## src/sv/lcabl_ram.sv

```systemverilog
// Generic single-port RAM with registered read data.
`timescale 1ns / 1ps
module lcabl_ram #(
  parameter int WIDTH = 8,
  parameter int DEPTH = 16
) (
  input  logic                     clk,
  input  logic                     we,
  input  logic [$clog2(DEPTH)-1:0] addr,
  input  logic [WIDTH-1:0]         wdata,
  output logic [WIDTH-1:0]         rdata
);

  logic [WIDTH-1:0] mem_r [DEPTH];
  logic [WIDTH-1:0] rdata_r;

  always_ff @(posedge clk) begin
    if (we) begin
      mem_r[addr] <= wdata;
    end
    rdata_r <= mem_r[addr];
  end

  assign rdata = rdata_r;

endmodule

```

## config.mk

```make
export PLATFORM = sky130hd
export DESIGN_NAME = lcabl_ram
export DESIGN_NICKNAME = d
export VERILOG_FILES = /design/src/sv/lcabl_ram.sv
export SDC_FILE = /design/constraint.sdc
export NUM_CORES = 1
export LEC_CHECK = 0
export ABC_AREA = 1
export BUFFER_PORTS_ARGS = -buffer_cell sky130_fd_sc_hd__buf_2
export CAP_MARGIN = 20
export CORE_UTILIZATION = 40
export CTS_CLUSTER_DIAMETER = 40
export DETAILED_ROUTE_END_ITERATION = 8
export SYNTH_ARGS = -nofsm -noshare
export SYNTH_HDL_FRONTEND = slang
export SYNTH_SLANG_ARGS = --single-unit
```

## constraint.sdc

```tcl
create_clock -name clk -period 3.24 [get_ports clk]
set_input_delay 0.162 -clock clk [delete_from_list [all_inputs] [get_ports clk]]
set_output_delay 0.162 -clock clk [all_outputs]
set_load 0.02 [all_outputs]
```

* After elaboration in Yosys (flattened, before gate mapping)
Memory sizes are Yosys's and may differ from the RTL's. A register that Yosys moved wholly into a read port is not among the register bits.
Index checks and enable logic that the tools add are counted.
** Cells by class
- Mux-type cells :: 2
** Operators by type and width (count)
- $mux 1 :: 2
** Word-level totals
- Register bits after elaboration :: 0
- Memory bits (writable) :: 128
- Input bits :: 14
- Output and inout bits :: 8
- Logic and storage cells :: 3
- Memories kept :: 1
** Memories
- mem_r :: words 16, bits a word 8, read ports 1, clocked after Yosys merged registers in 1, wr ports 1, RTL line 14 : logic [WIDTH-1:0] mem_r [DEPTH];

* Logic depth before layout (Yosys ltp)
Gate-level depths: netlist (run 1).
- Depth in word-level cells :: 2
- Mapped depth :: 11
- Mapped depth without buffers :: 9

* Least setup slack after synthesis (run 1)
OpenSTA, ideal clock, no wires.
- Path type :: input to register
- Start :: input port addr[1]
- End :: memory mem_r[3][0], enable pin
- Library setup time :: 0.370 ns
- Data arrival time :: 1.169 ns
- Data required time :: 2.870 ns
- Setup slack :: 1.701 ns
- Stages on the path :: 4
- Path buffers :: 2
- Cell sequence :: buf_2 clkbuf_1 nand3_1 nor2_1
** RTL lines
- start, declared :: RTL line 9 : input logic [$clog2(DEPTH)-1:0] addr,
- end, declared :: RTL line 14
Straight into the memory's write port.

* Worst setup path in the final report (run 1)
- Start :: input port addr[0]
- End :: memory mem_r[9][2], enable pin
Straight into the memory's write port.

==> flow_summary.json, run 1 <==
{
  "synth-seq-cells": 136,
  "path_delay_family": "simple AND/OR/NAND/NOR gates",
  "final_common_cell": "nand2_1",
  "rr_startpoint": "mem_r[6][3]$_DFFE_PP_",
  "post-cts-setup-buffers": 0,
  "hp-class": "in -> reg",
  "status": "complete, no violations",
  "fin_skew_ps": 7.30,
  "drive_gt1_share_pct": 9.78,
  "grt_busiest_layer": "met2",
  "via_count": 3604,
  "r2r_cells": 8,
  "cp_max_fo": 66,
  "drv_slew": 0,
  "post-route-min-period_ps": 1720,
  "drtAntennaViolNets": 0,
  "min_from": "wdata[0]",
  "syn_nets": 562,
  "num_antenna_cells": 0,
  "end_kind": "flop",
  "htreeDepth": 4,
  "core_sq_mm": 0.0135,
  "grt-ovfl-total": 0,
  "synthCells": 548,
  "routed_wl_um": 11700,
  "clock_sinks": 136,
  "std_cell_rows": 42,
  "use_met2_pct": 27.4,
  "fillCellCount": 1230,
  "grt_pass1_vias": 3555,
  "max-vdd-ir-drop_mv": 0.550,
  "final_cell_mix": "nand2_1 (346), edfxtp_1 (128), inv_1 (21), buf_2 (21), nor2_1 (18)",
  "met3_usage_pct": 4.39,
  "finalCritPeriodShare_pct": 53.2,
  "nets": 584,
  "worst_pin_slew_ps": 781,
  "first_pass_iters": 5,
  "cts_tree": "yes",
  "clk_latency_ps": 420,
  "port_buffers": 21,
  "slew_headroom_pct": 47.7,
  "timing.fmax_mhz": 581,
  "slowest_delay_ps": 590,
  "initial_core_util_pct": 41.6,
  "clkTransAtPathRegs_ps": 60,
  "post_drt_wl_per_cell_um": 15.5,
  "syn_area_per_cell_sq_um": 10.2,
  "grt_max_degree": 67,
  "cp_cell_sequence": "buf_2 > buf_4 > nand3_1 > nor2_1",
  "setup_violations": 0,
  "grt_first_pass_wirelength_um": 18800,
  "p_leak_nw": 2.79,
  "hpwl_um": 7240,
  "synth_cell_types": 11,
  "die_h_um": 120,
  "vias_per_cell": 4.75,
  "final_hold_viol_count": 0,
  "drt_first_iter_violations": 282,
  "yosysSeqAreaShare_pct": 71.6,
  "cp-startpoint": "addr[0]",
  "crit_buf_inv": 2,
  "die_w_um": 120,
  "start_kind": "input port",
  "antenna_found_initial": 0,
  "rsz0062_at_grt": "no",
  "p_per_area_mw_per_mm2": 695,
  "path_depth": 4,
  "root_buffer": "clkbuf_16",
  "gp_routability_congestion": 0.876,
  "numCtsBuffers": 17,
  "placed_area_sq_mm": 0.00582,
  "cts_resized": 0,
  "syn_to_final_growth_pct": 17.1,
  "hold_buffers": 0,
  "whs_path_depth": 1,
  "worstSetupPathType": "in -> reg",
  "worstPathRequired_ps": 3290,
  "io_pins": 22,
  "grt_usage_pct": 18.1,
  "design_area_sq_mm": 0.00655,
  "syn_area_sq_mm": 0.00559,
  "critical_path.slowest_cell": "nor2_1",
  "drv_cap": 0,
  "arrival_ps": 1770,
  "die-area_sq_mm": 0.0145,
  "ys_warn_count": 0,
  "remaining_drc_errors": 0,
  "setup_tns_ps": 0,
  "cts_buffer_depth": 2,
  "grt_use_met1_pct": 24.4
}
[stage by stage]
step	util [%]	setup WS, ps	hold WS [ps]	cells	power [W]
2_1_floorplan	-	1700	261	548	0.00216
3_3_place_gp	43.3	1110	578	727	0.00225
3_5_place_dp	43.3	1050	580	727	0.00225
4_1_cts	48.7	1530	156	759	0.00458
5_1_grt	48.7	1340	161	759	0.00468
6_report	48.7	1520	169	759	0.00455
[cell type report]
cell class	count	area, sq um	area share [%]
clock buffer	19	453	6.92
clock inverter	13	272	4.15
inverter	23	86.3	1.32
multi-input combinational	368	1390	21.2
sequential	136	4000	61.1
tap	176	220	3.36
timing repair buffer	24	128	1.95
[worst paths after layout]
| kind | endpoint | slack, ps |
|---|---|---|
| max | mem_r[9][2]$_DFFE_PP_ | 1520 |
| min | mem_r[5][0]$_DFFE_PP_ | 170 |
| max reg2reg | rdata[3]$_DFF_P_ | 2150 |
| min reg2reg | rdata[4]$_DFF_P_ | 720 |
[report_power, final]
part	total [W]	internal, W	switching [W]
combinational	0.000239	0.0000597	0.000179
clock	0.00234	0.00163	0.000702
sequential	0.00198	0.00197	0.00000977
[state kept, by name (all words and copies together), names as in the netlist]
name   cells
rdata      8
mem_r    128
[worst register-to-register path, cell delays in order, from the launching register on]
cell	delay [ps]
edfxtp_1	380
nand2_1	80
nand2_1	60
nand2_1	90
nand2_1	80
nand2_1	100
nand2_1	70
inv_1	80
nand2_1	50
[Yosys cell counts]
master    instances  share of area [%]
clkinv_1          1              0.067
dfxtp_1           8                2.9
buf_2            12                1.1
buf_4             6               0.81
edfxtp_1        128                 69
inv_1            21                1.4
nand3_1           4               0.36
clkbuf_1          3               0.20
inv_2             1              0.067
nand2_1         346                 23
nor2_1           18                1.2
[cells by family after synthesis]
kind of cell / share of synthesized area, %
flops: 71.6
buf+inv: 3.62
simple gates: 24.8
[per-layer routing]
layer  vias to the layer above  wire [um]  part of all wire [%]
met5                         -          0                     0
met3                        20        657                   5.6
met4                         0        215                   1.8
li1                       1796          -                     -
met2                       118       5430                    46
met1                      1670       5430                    46
(Power assumes the default switching activity.)
==> run 2, diff against run 1 <==
ABC_AREA = 0   (was 1)
clock period = 1.6 ns   (was 3.24 ns; I/O delays follow)
==> flow_summary.json, run 2 <==
{
  "status": "complete, no violations",
  "syn_area_sq_mm": 0.00507,
  "worstSetupPathType": "reg -> reg",
  "drtAntennaViolNets": 0,
  "root_buffer": "clkbuf_16",
  "grt-ovfl-total": 0,
  "io_pins": 22,
  "initial_core_util_pct": 41.7,
  "cp_max_fo": 1,
  "gp_routability_congestion": 0.706,
  "die-area_sq_mm": 0.0131,
  "drv_slew": 0,
  "fin_skew_ps": 5.02,
  "final_hold_viol_count": 0,
  "synth-seq-cells": 136,
  "synth_commonest_cells": "edfxtp_1 (128), mux4_2 (32), a22oi_1 (16), nor2_1 (13), nand2_1 (9)",
  "synth_top_cell_area_share_pct": 75.9,
  "synthTopCellsByArea": "edfxtp_1 (76%), mux4_2 (14%), dfxtp_1 (3.2%)",
  "async_reset_ff_share_pct": 0,
  "yosysMostFrequentCell": "edfxtp_1",
  "die_h_um": 115,
  "arrival_ps": 1690,
  "vias_per_cell": 5.21,
  "slew_headroom_pct": 74.9,
  "cts_buffer_depth": 2,
  "post-synth-top-area-cell": "edfxtp_1",
  "grt_pass1_vias": 2446,
  "yosysSeqAreaShare_pct": 79.0,
  "timing.fmax_mhz": 706,
  "syn_to_final_growth_pct": 22.3,
  "hpwl_um": 6330,
  "setup_ws_ps": 183,
  "antenna_found_initial": 0,
  "worstPathRequired_ps": 1870,
  "synth_flop_cell": "edfxtp_1",
  "remaining_drc_errors": 0,
  "std_cell_rows": 40,
  "clk_latency_ps": 400,
  "drt_first_iter_violations": 400,
  "setup_tns_ps": 0,
  "fillCellCount": 967,
  "end_kind": "flop",
  "grt_usage_pct": 16.6,
  "regMostFlops": "mem_r",
  "num_antenna_cells": 0,
  "final_cell_mix": "edfxtp_1 (128), mux4_2 (32), buf_4 (23)",
  "r2r_cells": 3,
  "cts_resized": 0,
  "whs_path_depth": 1,
  "finalCritPeriodShare_pct": 88.6,
  "drive_gt1_share_pct": 37.1,
  "post-route-min-period_ps": 1420,
  "setup_violations": 0,
  "post_drt_wl_per_cell_um": 21.3,
  "htreeDepth": 4,
  "clock_sinks": 136,
  "first_pass_iters": 4,
  "synth_cell_types": 18,
  "synth_edf_count": 128,
  "p_per_area_mw_per_mm2": 1370,
  "p_total_w": 0.00846,
  "worst_pin_slew_ps": 377,
  "synthCells": 230,
  "max-vdd-ir-drop_mv": 0.849,
  "die_w_um": 115,
  "largest_reg_flops": 128,
  "cts_tree": "yes",
  "nets": 300,
  "grt_max_degree": 17,
  "holdWs_ps": 63.5,
  "core_sq_mm": 0.0122,
  "post-cts-setup-buffers": 0,
  "rsz0062_at_grt": "no",
  "final_common_cell": "edfxtp_1",
  "hold_buffers": 0,
  "routed_wl_um": 9960,
  "drv_cap": 0,
  "port_buffers": 21,
  "via_count": 2432,
  "start_kind": "flop",
  "hp-class": "in -> reg",
  "grt_first_pass_wirelength_um": 15100,
  "syn_area_per_cell_sq_um": 22.0,
  "numCtsBuffers": 17,
  "syn_nets": 244,
  "pre_cts_ws_ps": 11.8,
  "clkTransAtPathRegs_ps": 50,
  "p_leak_nw": 2.08,
  "ys_warn_count": 0
}
-- run 2: cell types whose count changed after synthesis, moves of 3 or more --
| cell | before | now |
|---|---|---|
| buf_2 | 12 | 2 |
| buf_1 | 0 | 4 |
| nand2_1 | 346 | 9 |
| inv_1 | 21 | 0 |
| buf_4 | 6 | 0 |
| nand3_1 | 4 | 1 |
| nor3_1 | 0 | 4 |
| a22oi_1 | 0 | 16 |
| nor2_1 | 18 | 13 |
| mux4_2 | 0 | 32 |
-- run 2: final timing paths --
kind / from / endpoint / slack (ps)
max: mem_r[11][1]$_DFFE_PP_ / rdata[1]$_DFF_P_ / 180
min: wdata[1] / mem_r[9][1]$_DFFE_PP_ / 60
max reg2reg: mem_r[11][1]$_DFFE_PP_ / rdata[1]$_DFF_P_ / 180
min reg2reg: mem_r[15][4]$_DFFE_PP_ / rdata[4]$_DFF_P_ / 670
-- run 2: cells by family (layout without fill, tap and decap cells) --
family / after synthesis / in the layout / share of synthesized area [%]
mux: 32 / 32 / 14.2
flops: 136 / 136 / 79.0
buf+inv: 11 / 80 / 1.19
compound gates: 16 / 16 / 2.37
simple gates: 35 / 35 / 3.21
-- run 2: metrics by stage --
stage,utilization (%),instances,cell area [sq um]
after floorplan,-,230,5070
after global placement,45.8,435,5580
after detailed placement,45.8,435,5580
after CTS,50.9,467,6200
after global routing,50.9,467,6200
final,50.9,467,6200
-- run 2: power breakdown --
group / leakage [nW] / switching (W) / total [W] / internal [W]
Clock: 0.304 / 0.00138 / 0.00403 / 0.00265
Combinational: 0.552 / 0.000243 / 0.000423 / 0.000180
Sequential: 1.22 / 0.0000280 / 0.00401 / 0.00398
-- run 2: critical path, stage by stage, from the launching register on --
cell      delay, ps
edfxtp_1        350
mux4_2          480
a22oi_1         350
nand2_1         100
-- run 2: cell type report --
type	count	area, sq um	area share, %
clock buffer	20	447	7.21
clock inverter	12	174	2.81
tap	168	210	3.39
multi-input combinational	83	1000	16.2
timing repair buffer	48	358	5.78
sequential	136	4000	64.6
-- run 2: layer usage --
metal | GRT usage [%] | vias up | part of all wire, %
li1 | - | 1076 | -
met1 | 23.4 | 1284 | 46
met2 | 25.7 | 64 | 50
met3 | 3.34 | 8 | 3.3
met4 | 6.41 | 0 | 0.95
met5 | 0 | - | 0
==> run 3, diff against run 2 <==
ABC_AREA = 1   (was 0)
==> flow_summary.json, run 3 (synthesized netlist as in run 1, its figures left out) <==
{
  "internal_power_w": 0.00705,
  "first_pass_iters": 4,
  "p_leak_nw": 2.88,
  "root_buffer": "clkbuf_16",
  "drtAntennaViolNets": 0,
  "die-area_sq_mm": 0.0145,
  "hold_buffers": 0,
  "placed_area_sq_mm": 0.00599,
  "final_hold_viol_count": 0,
  "finalCritPeriodShare_pct": 66.8,
  "num_antenna_cells": 0,
  "grt-ovfl-total": 0,
  "p_per_area_mw_per_mm2": 1320,
  "start_kind": "flop",
  "pre_cts_ws_ps": 249,
  "io_pins": 22,
  "drt_first_iter_violations": 335,
  "fin_skew_ps": 4.73,
  "nets": 606,
  "path_delay_family": "flip-flops",
  "cts_buffer_depth": 2,
  "crit_buf_inv": 1,
  "drv_slew": 0,
  "routed_wl_um": 12800,
  "regMostFlops": "mem_r",
  "syn_to_final_growth_pct": 18.8,
  "cts_tree": "yes",
  "antenna_found_initial": 0,
  "worst_pin_slew_ps": 412,
  "slew_headroom_pct": 72.5,
  "hpwl_um": 8100,
  "worstPathRequired_ps": 1520,
  "clkTransAtPathRegs_ps": 50,
  "via_count": 3748,
  "combinationalPowerShare_pct": 5.8,
  "slowest_delay_ps": 390,
  "post-route-min-period_ps": 1070,
  "hp-class": "in -> reg",
  "largest_reg_flops": 128,
  "cp_max_fo": 1,
  "setup_tns_ps": 0,
  "drive_gt1_share_pct": 12.6,
  "gp_routability_congestion": 0.876,
  "std_cell_rows": 42,
  "critical_path.slowest_cell": "dfxtp_1",
  "p_sw_share_pct": 19.9,
  "remaining_drc_errors": 0,
  "vias_per_cell": 4.80,
  "die_h_um": 120,
  "p_clk_share_pct": 48.6,
  "rsz0062_at_grt": "no",
  "core_sq_mm": 0.0135,
  "switchingPower_w": 0.00175,
  "grt_usage_pct": 19.8,
  "post-cts-setup-buffers": 0,
  "numCtsBuffers": 17,
  "cp_cell_sequence": "buf_2",
  "htreeDepth": 4,
  "cts_resized": 0,
  "drv_cap": 0,
  "die_w_um": 120,
  "max-vdd-ir-drop_mv": 0.859,
  "end_kind": "output pin",
  "status": "complete, no violations",
  "clock_sinks": 136,
  "final_cell_mix": "nand2_1 (346), edfxtp_1 (128), buf_4 (25)",
  "final_common_cell": "nand2_1",
  "grt_max_degree": 33,
  "setup_violations": 0,
  "timing.fmax_mhz": 935,
  "initial_core_util_pct": 41.6,
  "grt_first_pass_wirelength_um": 20600,
  "arrival_ps": 990,
  "worstSetupPathType": "reg -> out",
  "design_area_sq_mm": 0.00665,
  "p_seq_share_pct": 45.6,
  "port_buffers": 21,
  "clk_latency_ps": 410,
  "setup_ws_ps": 531,
  "post_drt_wl_per_cell_um": 16.4,
  "grt_pass1_vias": 3829
}
## run 3: cell types whose count changed in the layout (fill, tap and decap cells not counted), sizes merged, moves of 2 or more
cell and change:
buf -2, clkinv -2, nor3 -4, inv +21, nand3b -2, nor2 +5, a22oi -16, nand2b -2
nand3 +3, nand2 +337, nor2b -2, clkbuf +4, mux4 -32
## run 3: per-layer routing
layer | routed length (um) | vias up | GRT usage (%)
met5 | 0 | - | 0
met4 | 174 | 0 | 8.26
met3 | 655 | 13 | 4.25
met2 | 6400 | 92 | 32.4
met1 | 5580 | 1807 | 25.6
li1 | - | 1836 | -
## run 3: per-stage QoR
stage	hold slack, ps	total power (W)	utilization, %	instances
floorplan	179	0.00438	-	548
global placement	496	0.00459	44.5	749
detailed placement	498	0.00460	44.5	749
CTS	82.9	0.00886	49.4	781
global route	85.9	0.00908	49.4	781
finish	94.6	0.00879	49.4	781
## run 3: layout make-up
cell class	count	area [sq um]
repair buffers	46	293
multi-input cells	368	1390
clock inverters	8	165
fillers	1249	6810
flip-flops and latches	136	4000
inverters	23	86.3
clock buffers	24	492
well taps	176	220
## run 3: final timing paths
kind | from | end | slack [ps] | cells after the start
worst max-delay path | rdata[3]$_DFF_P_ | rdata[3] | 530 | 1
worst min-delay path | wdata[7] | mem_r[4][7]$_DFFE_PP_ | 90 | 1
worst max register to register | mem_r[6][5]$_DFFE_PP_ | rdata[5]$_DFF_P_ | 590 | 8
worst min register to register | mem_r[0][6]$_DFFE_PP_ | rdata[6]$_DFF_P_ | 680 | 8
## run 3: power by group through the flow
stage	combinational [W]	sequential [W]	clock [W]
after floorplan	0.000275	0.00411	0
final	0.000507	0.00401	0.00427
after global placement	0.000507	0.00409	0
after detailed placement	0.000509	0.00409	0
after CTS	0.000512	0.00402	0.00433
after global routing	0.000575	0.00402	0.00449
